**config.mk**
```make
export PLATFORM = sky130hd
export DESIGN_NAME = sha256_stream_hasher_top
export DESIGN_NICKNAME = d
export VERILOG_FILES = /design/src/rtl/core/sha256_pkg.sv /design/src/rtl/core/sha256_dp.sv /design/src/rtl/core/sha256_ctrl.sv /design/src/rtl/core/sha256_stream_hasher_top.sv
export SDC_FILE = /design/constraint.sdc
export NUM_CORES = 2
export LEC_CHECK = 0
export ABC_CLOCK_PERIOD_IN_PS = 12160
export BUFFER_PORTS_ARGS = -buffer_cell sky130_fd_sc_hd__buf_2
export CAP_MARGIN = 10
export CORE_MARGIN = 10
export CORE_UTILIZATION = 40
export CTS_BUF_LIST = sky130_fd_sc_hd__clkbuf_2 sky130_fd_sc_hd__clkbuf_4 sky130_fd_sc_hd__clkbuf_8
export DETAILED_ROUTE_END_ITERATION = 8
export PLACE_DENSITY = 0.64
export SYNTH_ARGS = -nofsm -noshare
export SYNTH_HDL_FRONTEND = slang
export SYNTH_SLANG_ARGS = --single-unit
```
**constraint.sdc**
```tcl
create_clock -name clk -period 12.16 [get_ports clk]
set_clock_uncertainty 0.2 [all_clocks]
set_input_delay 1.216 -clock clk [delete_from_list [all_inputs] [get_ports clk]]
set_output_delay 1.216 -clock clk [all_outputs]
set_load 0.1 [all_outputs]
```
**src/rtl/core/sha256_pkg.sv**
```systemverilog
// SHA-256 hasher shared types, constants and a rotate function.
package sha256_pkg;

  localparam logic [31:0] H_INIT [8] = '{
    32'h6a09e667, 32'hbb67ae85, 32'h3c6ef372, 32'ha54ff53a,
    32'h510e527f, 32'h9b05688c, 32'h1f83d9ab, 32'h5be0cd19
  };

  localparam logic [31:0] ROUND_K [64] = '{
    32'h428a2f98, 32'h71374491, 32'hb5c0fbcf, 32'he9b5dba5,
    32'h3956c25b, 32'h59f111f1, 32'h923f82a4, 32'hab1c5ed5,
    32'hd807aa98, 32'h12835b01, 32'h243185be, 32'h550c7dc3,
    32'h72be5d74, 32'h80deb1fe, 32'h9bdc06a7, 32'hc19bf174,
    32'he49b69c1, 32'hefbe4786, 32'h0fc19dc6, 32'h240ca1cc,
    32'h2de92c6f, 32'h4a7484aa, 32'h5cb0a9dc, 32'h76f988da,
    32'h983e5152, 32'ha831c66d, 32'hb00327c8, 32'hbf597fc7,
    32'hc6e00bf3, 32'hd5a79147, 32'h06ca6351, 32'h14292967,
    32'h27b70a85, 32'h2e1b2138, 32'h4d2c6dfc, 32'h53380d13,
    32'h650a7354, 32'h766a0abb, 32'h81c2c92e, 32'h92722c85,
    32'ha2bfe8a1, 32'ha81a664b, 32'hc24b8b70, 32'hc76c51a3,
    32'hd192e819, 32'hd6990624, 32'hf40e3585, 32'h106aa070,
    32'h19a4c116, 32'h1e376c08, 32'h2748774c, 32'h34b0bcb5,
    32'h391c0cb3, 32'h4ed8aa4a, 32'h5b9cca4f, 32'h682e6ff3,
    32'h748f82ee, 32'h78a5636f, 32'h84c87814, 32'h8cc70208,
    32'h90befffa, 32'ha4506ceb, 32'hbef9a3f7, 32'hc67178f2
  };

  localparam logic [7:0] PAD_BYTE = 8'h80;
  localparam logic [5:0] LEN_POS  = 6'd56;

  typedef enum logic [5:0] {
    ST_IDLE  = 6'b000001,
    ST_ROUND = 6'b000010,
    ST_FOLD  = 6'b000100,
    ST_PAD   = 6'b001000,
    ST_EMIT  = 6'b010000,
    ST_CLEAR = 6'b100000
  } state_t;

  typedef struct packed {
    logic       wr_en;
    logic [7:0] wr_byte;
    logic       len_inc;
    logic       start;
    logic       round;
    logic       fold;
    logic       reinit;
  } cmd_t;

  typedef struct packed {
    logic [5:0]  fill;
    logic [5:0]  rnd;
    logic [63:0] bit_len;
  } status_t;

  function automatic logic [31:0] ror(input logic [31:0] v, input int n);
    return (v >> n) | (v << (32 - n));
  endfunction

endpackage

```
**src/rtl/core/sha256_dp.sv**
```systemverilog
// SHA-256 datapath: block store, message schedule, round unit and chain words.
module sha256_dp (
  input  logic                clk,
  input  sha256_pkg::cmd_t    cmd,
  input  logic                rst_n,
  output sha256_pkg::status_t sts,
  output logic [31:0]         h_out [8]
);
  import sha256_pkg::*;

  logic [5:0]  fill_r, fill_nxt;
  logic [60:0] len_r, len_nxt;
  logic [5:0]  rnd_r, rnd_nxt;
  logic [31:0] w_r [16];
  logic [31:0] v_r [8];
  logic [31:0] h_r [8];
  logic [31:0] s0, s1, wn, t1, t2, wi;

  always_comb begin
    fill_nxt = fill_r;
    len_nxt  = len_r;
    rnd_nxt  = rnd_r;
    if (cmd.wr_en) begin
      fill_nxt = fill_r + 6'd1;
    end
    if (cmd.len_inc) begin
      len_nxt = len_r + 61'd1;
    end
    if (cmd.reinit) begin
      len_nxt = '0;
    end
    if (cmd.start) begin
      rnd_nxt = '0;
    end else if (cmd.round) begin
      rnd_nxt = rnd_r + 6'd1;
    end
  end

  always_ff @(posedge clk) begin
    if (!rst_n) begin
      fill_r <= '0;
      len_r  <= '0;
      rnd_r  <= '0;
    end else begin
      fill_r <= fill_nxt;
      len_r  <= len_nxt;
      rnd_r  <= rnd_nxt;
    end
  end

  assign wi = w_r[0];
  assign s0 = ror(w_r[1], 7) ^ ror(w_r[1], 18) ^ (w_r[1] >> 3);
  assign s1 = ror(w_r[14], 17) ^ ror(w_r[14], 19) ^ (w_r[14] >> 10);
  assign wn = w_r[0] + s0 + w_r[9] + s1;
  assign t1 = v_r[7] + (ror(v_r[4], 6) ^ ror(v_r[4], 11) ^ ror(v_r[4], 25))
            + ((v_r[4] & v_r[5]) ^ (~v_r[4] & v_r[6])) + ROUND_K[rnd_r] + wi;
  assign t2 = (ror(v_r[0], 2) ^ ror(v_r[0], 13) ^ ror(v_r[0], 22))
            + ((v_r[0] & v_r[1]) ^ (v_r[0] & v_r[2]) ^ (v_r[1] & v_r[2]));

  always_ff @(posedge clk) begin
    if (cmd.wr_en) begin
      w_r[fill_r[5:2]][{~fill_r[1:0], 3'b000} +: 8] <= cmd.wr_byte;
    end else if (cmd.round) begin
      for (int i = 0; i < 15; i++) begin
        w_r[i] <= w_r[i+1];
      end
      w_r[15] <= wn;
    end
  end

  always_ff @(posedge clk) begin
    if (cmd.start) begin
      for (int i = 0; i < 8; i++) begin
        v_r[i] <= h_r[i];
      end
    end else if (cmd.round) begin
      v_r[7] <= v_r[6];
      v_r[6] <= v_r[5];
      v_r[5] <= v_r[4];
      v_r[4] <= v_r[3] + t1;
      v_r[3] <= v_r[2];
      v_r[2] <= v_r[1];
      v_r[1] <= v_r[0];
      v_r[0] <= t1 + t2;
    end
  end

  always_ff @(posedge clk) begin
    if (!rst_n || cmd.reinit) begin
      for (int i = 0; i < 8; i++) begin
        h_r[i] <= H_INIT[i];
      end
    end else if (cmd.fold) begin
      for (int i = 0; i < 8; i++) begin
        h_r[i] <= h_r[i] + v_r[i];
      end
    end
  end

  assign sts.fill    = fill_r;
  assign sts.rnd     = rnd_r;
  assign sts.bit_len = {len_r, 3'b000};
  assign h_out       = h_r;
endmodule

```
**src/rtl/core/sha256_ctrl.sv**
```systemverilog
// SHA-256 controller: input handshake, padding sequence, rounds and digest output.
module sha256_ctrl (
  input  logic                clk,
  input  logic                rst_n,
  input  logic                in_valid,
  output logic                in_stall,
  input  logic [7:0]          in_msg_byte,
  input  logic                in_byte_present,
  input  logic                in_end_of_message,
  input  sha256_pkg::status_t sts,
  input  logic [31:0]         h_in [8],
  output sha256_pkg::cmd_t    cmd,
  output logic                out_valid,
  input  logic                out_stall,
  output logic [31:0]         out_digest_word,
  output logic [2:0]          out_word_index,
  output logic                out_last_word
);
  import sha256_pkg::*;

  state_t      st_r, st_nxt;
  logic        fin_r, fin_nxt;
  logic        pad1_r, pad1_nxt;
  logic        lenok_r, lenok_nxt;
  logic [63:0] blen_r;
  logic [2:0]  idx_r, idx_nxt;
  logic        ov_r, ov_nxt;
  logic        take;

  assign in_stall = (st_r != ST_IDLE);
  assign take     = in_valid && !in_stall;

  always_comb begin
    st_nxt    = st_r;
    fin_nxt   = fin_r;
    pad1_nxt  = pad1_r;
    lenok_nxt = lenok_r;
    idx_nxt   = idx_r;
    ov_nxt    = ov_r;
    cmd       = '0;
    case (st_r)
      ST_IDLE: begin
        if (take) begin
          fin_nxt = in_end_of_message;
          if (in_byte_present) begin
            cmd.wr_en   = 1'b1;
            cmd.wr_byte = in_msg_byte;
            cmd.len_inc = 1'b1;
          end
          if (in_byte_present && sts.fill == 6'd63) begin
            cmd.start = 1'b1;
            pad1_nxt  = in_end_of_message;
            st_nxt    = ST_ROUND;
          end else if (in_end_of_message) begin
            pad1_nxt = 1'b1;
            st_nxt   = ST_PAD;
          end
        end
      end
      ST_ROUND: begin
        cmd.round = 1'b1;
        if (sts.rnd == 6'd63) begin
          st_nxt = ST_FOLD;
        end
      end
      ST_FOLD: begin
        cmd.fold = 1'b1;
        if (!fin_r) begin
          st_nxt = ST_IDLE;
        end else if (lenok_r) begin
          st_nxt = ST_EMIT;
        end else begin
          if (!pad1_r) begin
            lenok_nxt = 1'b1;
          end
          st_nxt = ST_PAD;
        end
      end
      ST_PAD: begin
        cmd.wr_en = 1'b1;
        if (pad1_r) begin
          cmd.wr_byte = PAD_BYTE;
          pad1_nxt    = 1'b0;
          lenok_nxt   = (sts.fill < LEN_POS);
        end else if (lenok_r && sts.fill >= LEN_POS) begin
          cmd.wr_byte = blen_r[{~sts.fill[2:0], 3'b000} +: 8];
        end else begin
          cmd.wr_byte = 8'h00;
        end
        if (sts.fill == 6'd63) begin
          cmd.start = 1'b1;
          st_nxt    = ST_ROUND;
        end
      end
      ST_EMIT: begin
        if (!ov_r || !out_stall) begin
          if (ov_r && out_last_word) begin
            ov_nxt = 1'b0;
            st_nxt = ST_CLEAR;
          end else begin
            idx_nxt = ov_r ? idx_r + 3'd1 : 3'd0;
            ov_nxt  = 1'b1;
          end
        end
      end
      ST_CLEAR: begin
        cmd.reinit = 1'b1;
        fin_nxt    = 1'b0;
        lenok_nxt  = 1'b0;
        st_nxt     = ST_IDLE;
      end
      default: st_nxt = ST_IDLE;
    endcase
  end

  always_ff @(posedge clk) begin
    if (!rst_n) begin
      st_r    <= ST_IDLE;
      fin_r   <= 1'b0;
      pad1_r  <= 1'b0;
      lenok_r <= 1'b0;
      idx_r   <= '0;
      ov_r    <= 1'b0;
    end else begin
      st_r    <= st_nxt;
      fin_r   <= fin_nxt;
      pad1_r  <= pad1_nxt;
      lenok_r <= lenok_nxt;
      idx_r   <= idx_nxt;
      ov_r    <= ov_nxt;
    end
  end

  always_ff @(posedge clk) begin
    if (take && in_end_of_message) begin
      blen_r <= sts.bit_len + (in_byte_present ? 64'd8 : 64'd0);
    end
  end

  assign out_valid       = ov_r;
  assign out_word_index  = idx_r;
  assign out_last_word   = (idx_r == 3'd7);
  assign out_digest_word = h_in[idx_r];
endmodule

```
**src/rtl/core/sha256_stream_hasher_top.sv**
```systemverilog
// Top level of the SHA-256 stream hasher.
// Usage:
//   Input channel (in_valid/in_stall) takes one request per cycle while idle:
//   an optional message byte (in_byte_present) and an end-of-message flag.
//   Bytes collect into a 64-byte block; the 64th byte starts compression.
//   Compression runs one round per cycle: 64 rounds, then a fold into the
//   chain words; the input stalls until a full block is compressed.
//   End of message pads with 0x80, zeros and the 64-bit bit length, one byte
//   per cycle, then compresses once or twice.
//   The digest leaves on the output channel as eight requests, word 0 first,
//   out_last_word on word 7; each word holds while out_stall is high.
//   After the last word the chain returns to the initial hash values and
//   the input is taken again.
//   Reset (rst_n low, synchronous) restores the initial hash values and
//   clears the byte count and fill level.
module sha256_stream_hasher_top (
  input  logic        clk,
  input  logic        rst_n,
  input  logic        in_valid,
  output logic        in_stall,
  input  logic [7:0]  in_msg_byte,
  input  logic        in_byte_present,
  input  logic        in_end_of_message,
  output logic        out_valid,
  input  logic        out_stall,
  output logic [31:0] out_digest_word,
  output logic [2:0]  out_word_index,
  output logic        out_last_word
);
  import sha256_pkg::*;

  cmd_t        cmd;
  status_t     sts;
  logic [31:0] h [8];

  sha256_dp u_dp (
    .clk   (clk),
    .cmd   (cmd),
    .rst_n (rst_n),
    .sts   (sts),
    .h_out (h)
  );

  sha256_ctrl u_ctrl (
    .clk               (clk),
    .rst_n             (rst_n),
    .in_valid          (in_valid),
    .in_stall          (in_stall),
    .in_msg_byte       (in_msg_byte),
    .in_byte_present   (in_byte_present),
    .in_end_of_message (in_end_of_message),
    .sts               (sts),
    .h_in              (h),
    .cmd               (cmd),
    .out_valid         (out_valid),
    .out_stall         (out_stall),
    .out_digest_word   (out_digest_word),
    .out_word_index    (out_word_index),
    .out_last_word     (out_last_word)
  );
endmodule

```
==> impl_metrics.xml <==
<?xml version="1.0" encoding="UTF-8"?>
<metrics>
  <group name="run_status">
    <metric name="outcome" unit="">completed</metric>
  </group>
  <group name="clock_network">
    <metric name="cts_hold_buf" unit="">0</metric>
    <metric name="cts.path.max_buffers" unit="">3</metric>
    <metric name="postcts_resize_cnt" unit="">0</metric>
    <metric name="clk_pin_slew_worst_paths" unit="ns">0.06</metric>
    <metric name="numClockSinks" unit="">1171</metric>
    <metric name="total_cts_buffers" unit="">196</metric>
    <metric name="post-cts-setup-buffers" unit="">0</metric>
    <metric name="htreeDepth" unit="">4</metric>
    <metric name="clock_tree_from_tritoncts" unit="">built</metric>
    <metric name="clkLatencyLatePin" unit="ns">0.98</metric>
    <metric name="root_buffer" unit="">sky130_fd_sc_hd__clkbuf_8</metric>
  </group>
  <group name="sta">
    <metric name="timing.max_slew.rel_slack" unit="%">12.24</metric>
    <metric name="setup_tns" unit="ns">0</metric>
    <metric name="max_freq" unit="MHz">99.30</metric>
    <metric name="worstMarginPinSlew" unit="ns">1.296</metric>
    <metric name="grt_setup_unrepaired" unit="">false</metric>
    <metric name="finalSetupViolCount" unit="">0</metric>
    <metric name="final-hold-violation-count" unit="">0</metric>
    <metric name="min_period_over_period" unit="%">82.82</metric>
    <metric name="post-route-worst-setup-slack" unit="ns">2.090</metric>
    <metric name="final-max-slew-violation-count" unit="">0</metric>
    <metric name="timing.final.crit_period" unit="ns">10.07</metric>
  </group>
  <group name="placement">
    <metric name="place_worst_setup_slack" unit="ns">2.211</metric>
    <metric name="port_buffers" unit="">51</metric>
    <metric name="placed_cell_area" unit="mm2">0.07876</metric>
    <metric name="gp_congestion" unit="">0.9757</metric>
    <metric name="sum_of_net_half_perimeters_after_detailed_placement" unit="um">184700</metric>
  </group>
  <group name="logic_synthesis">
    <metric name="synth_async_sr_flop_share" unit="%">0</metric>
    <metric name="syn-num-nets" unit="">8318</metric>
    <metric name="synthesis.instances" unit="">7706</metric>
    <metric name="synth_top_area_share" unit="%">32.73</metric>
    <metric name="netlist_area" unit="mm2">0.07606</metric>
    <metric name="most_numerous_cell_types_in_the_synthesized_netlist" unit="">sky130_fd_sc_hd__nand2_1 (1189), sky130_fd_sc_hd__edfxtp_1 (829), sky130_fd_sc_hd__a21o_1 (661), sky130_fd_sc_hd__a21oi_1 (506), sky130_fd_sc_hd__xnor2_1 (430)</metric>
    <metric name="synth-seq-area-share" unit="%">41.73</metric>
    <metric name="synth_most_common_cell" unit="">sky130_fd_sc_hd__nand2_1</metric>
    <metric name="ys_types" unit="">97</metric>
    <metric name="synth.yosys.warnings" unit="">0</metric>
    <metric name="synth.area.top_cells" unit="">sky130_fd_sc_hd__edfxtp_1 (33%), sky130_fd_sc_hd__dfxtp_1 (9.0%), sky130_fd_sc_hd__ha_1 (6.6%)</metric>
    <metric name="postSynthAreaPerCell" unit="um2">9.871</metric>
    <metric name="ys_seq_elements" unit="">1171</metric>
    <metric name="synth_top_area_cell" unit="">sky130_fd_sc_hd__edfxtp_1</metric>
    <metric name="synth_enable_flop_cells" unit="">829</metric>
    <metric name="ys_dominant_reg_cell" unit="">sky130_fd_sc_hd__edfxtp_1</metric>
  </group>
  <group name="critical_path">
    <metric name="worstPathRequired" unit="ns">12.63</metric>
    <metric name="critPathCaptureType" unit="">flop</metric>
    <metric name="ff2ff_path_depth" unit="">36</metric>
    <metric name="timing.critical_path.from_type" unit="">flop</metric>
    <metric name="criticalPathCategory" unit="">reg -&gt; reg</metric>
    <metric name="crit_path_top_delay_cell" unit="">sky130_fd_sc_hd__ha_1</metric>
    <metric name="timing.critical_path.arrival" unit="ns">10.54</metric>
    <metric name="cp_slowest_stage_delay" unit="ns">0.64</metric>
    <metric name="timing.critical_path.fanout_max" unit="">15</metric>
  </group>
  <group name="layout">
    <metric name="design_area" unit="mm2">0.08293</metric>
    <metric name="layout.filler_cells" unit="">17900</metric>
    <metric name="fin_nets" unit="">8259</metric>
    <metric name="multiInputGateArea" unit="mm2">0.04162</metric>
    <metric name="sequential_cell_area" unit="mm2">0.03176</metric>
    <metric name="area_growth" unit="%">9.024</metric>
    <metric name="post_route_cells_drive_above_1_share" unit="%">9.002</metric>
  </group>
  <group name="routing">
    <metric name="remaining_antenna_violation_count" unit="">0</metric>
    <metric name="firstDrtPassIters" unit="">5</metric>
    <metric name="post_drt_via_cell_ratio" unit="">5.838</metric>
    <metric name="route.detailed.drc" unit="">0</metric>
    <metric name="detailroute.via_count" unit="">60190</metric>
    <metric name="first_iter_violations" unit="">6153</metric>
    <metric name="avgRoutedWirePerCell" unit="um">24.21</metric>
    <metric name="drt-total-wl" unit="um">249600</metric>
  </group>
  <group name="grt">
    <metric name="number_of_global_route_vias_before_repair" unit="">57870</metric>
    <metric name="initial_antenna_violation_count" unit="">4</metric>
    <metric name="grt.total_usage" unit="%">23.02</metric>
    <metric name="remaining_global_route_overflow" unit="">0</metric>
    <metric name="grt_max_degree" unit="">229</metric>
    <metric name="first_pass_grt_wire_length" unit="um">372900</metric>
  </group>
  <group name="floorplanning">
    <metric name="die_outline_height" unit="um">456.1</metric>
    <metric name="pin_count" unit="">52</metric>
    <metric name="floorplan.initialDensity" unit="%">40.37</metric>
    <metric name="number_of_cell_rows" unit="">159</metric>
    <metric name="die_area" unit="mm2">0.2080</metric>
    <metric name="coreArea" unit="mm2">0.1884</metric>
    <metric name="die_w" unit="um">456.1</metric>
  </group>
  <group name="power_and_ir_drop">
    <metric name="power.static_leakage" unit="nW">36.48</metric>
    <metric name="ir_worst_vdd" unit="mV">0.09812</metric>
    <metric name="totalPowerFinal" unit="mW">9.064</metric>
    <metric name="sw_frac_of_total" unit="%">26.61</metric>
    <metric name="seq_power_share" unit="%">47.5</metric>
    <metric name="net-switching-power" unit="mW">2.412</metric>
    <metric name="part_of_the_total_power_dissipated_in_the_clock_network" unit="%">41.0</metric>
    <metric name="power-per-cell-area" unit="mW/mm2">109.3</metric>
    <metric name="logic_pwr_share" unit="%">11.6</metric>
    <metric name="internal-power" unit="mW">6.651</metric>
  </group>
  <group name="hold_path">
    <metric name="hold-path-cell-count" unit="">2</metric>
    <metric name="hold_path.class" unit="">reg -&gt; reg</metric>
  </group>
  <group name="flow_run">
    <metric name="timing.max_cap.violations" unit="">0</metric>
  </group>
</metrics>
through the flow:
step                util [%]  hold WS [ns]  cells
floorplan                  -        0.2527   7706
global placement       41.80        0.2708   9924
detailed placement     41.81        0.2803   9928
CTS                    43.96        0.2926  10290
global route           44.01        0.3103  10310
finish                 44.02        0.2918  10310
worst paths after layout:
path	slack [ns]	end	from
worst max register to register	2.09	u_dp.v_r[0][31]	u_dp.rnd_r[0]
worst min-delay path	0.29	u_dp.h_out[61]	u_dp.h_out[61]
worst max-delay path	2.09	u_dp.v_r[0][31]	u_dp.rnd_r[0]
worst min register to register	0.29	u_dp.h_out[61]	u_dp.h_out[61]
layout make-up:
class                   instances  area share, %
diodes                          6        0.01811
clock buffers                 291          4.241
clock inverters                69         0.6533
inverters                     291          1.317
multi-input cells            5803          50.18
flip-flops and latches       1171          38.30
well taps                    2495          3.764
repair buffers                184          1.527
sequential cells by signal, summed over array words and instances, names as in the netlist:
name                   count
u_dp.v_r                 256
u_ctrl.fin_r               1
u_ctrl.blen_r             61
u_ctrl.out_valid           1
u_ctrl.pad1_r              1
u_dp.w_r                 512
u_ctrl.out_word_index      3
u_dp.rnd_r                 6
u_dp.h_out               256
u_ctrl.st_r                6
u_dp.len_r                61
u_dp.fill_r                6
u_ctrl.lenok_r             1
critical path, delay by kind of cell, from the launching register on:
family	cells	cell delay [ns]
AO/OA/AOI/OAI	20	4.21
XOR/XNOR	2	0.33
adder cells (fa/ha/maj)	7	3.26
buffers and inverters	3	0.76
flip-flops	1	0.33
AND/OR/NAND/NOR	4	0.71
power by group through the flow:
stage / Combinational (mW) / Clock [mW] / Sequential (mW)
2_1_floorplan: 0.775 / 0 / 4.37
3_3_place_gp: 1.03 / 0 / 4.38
3_5_place_dp: 1.04 / 0 / 4.38
4_1_cts: 1.05 / 3.76 / 4.30
5_1_grt: 1.15 / 3.94 / 4.30
6_report: 1.05 / 3.71 / 4.30
cells in the final DEF, fill, tap and decap left out, types with 16 or more instances in the layout:
cell and count:
sky130_fd_sc_hd__buf_4 110, sky130_fd_sc_hd__o211ai_1 107, sky130_fd_sc_hd__o311ai_0 16, sky130_fd_sc_hd__a31oi_1 56, sky130_fd_sc_hd__a21o_1 661, sky130_fd_sc_hd__mux2_2 44, sky130_fd_sc_hd__and3_1 41, sky130_fd_sc_hd__dfxtp_1 336
sky130_fd_sc_hd__o21bai_1 42, sky130_fd_sc_hd__nand2b_1 52, sky130_fd_sc_hd__nor2b_1 53, sky130_fd_sc_hd__xor2_1 233, sky130_fd_sc_hd__nor2_1 390, sky130_fd_sc_hd__a21oi_1 505, sky130_fd_sc_hd__clkbuf_8 213, sky130_fd_sc_hd__fa_1 195
sky130_fd_sc_hd__a211o_1 19, sky130_fd_sc_hd__nand3_1 130, sky130_fd_sc_hd__o21ai_0 414, sky130_fd_sc_hd__nor3_1 86, sky130_fd_sc_hd__inv_1 288, sky130_fd_sc_hd__buf_2 65, sky130_fd_sc_hd__clkinv_1 36, sky130_fd_sc_hd__edfxtp_1 829
sky130_fd_sc_hd__clkbuf_4 82, sky130_fd_sc_hd__o31ai_1 27, sky130_fd_sc_hd__nand2_1 1187, sky130_fd_sc_hd__maj3_1 24, sky130_fd_sc_hd__o21a_1 47, sky130_fd_sc_hd__nand4_1 46, sky130_fd_sc_hd__and2_1 30, sky130_fd_sc_hd__mux4_2 86
sky130_fd_sc_hd__or3_1 56, sky130_fd_sc_hd__o22ai_1 34, sky130_fd_sc_hd__mux2i_1 45, sky130_fd_sc_hd__a211oi_1 62, sky130_fd_sc_hd__ha_1 403, sky130_fd_sc_hd__xnor2_1 430
routing by layer:
metal	GRT usage [%]	share of wire, %
met3	3.774	7.3
met5	0	0.0052
met2	36.92	46
met1	31.13	42
met4	8.827	4.2
cell families after synthesis:
| group | share of synthesized area, % |
|---|---|
| compound gates | 18.57 |
| mux | 3.790 |
| simple gates | 12.56 |
| fa+ha+maj | 12.08 |
| buf+inv | 3.645 |
| flops | 41.73 |
| xor+xnor | 7.634 |
(Power assumes the default switching activity.)
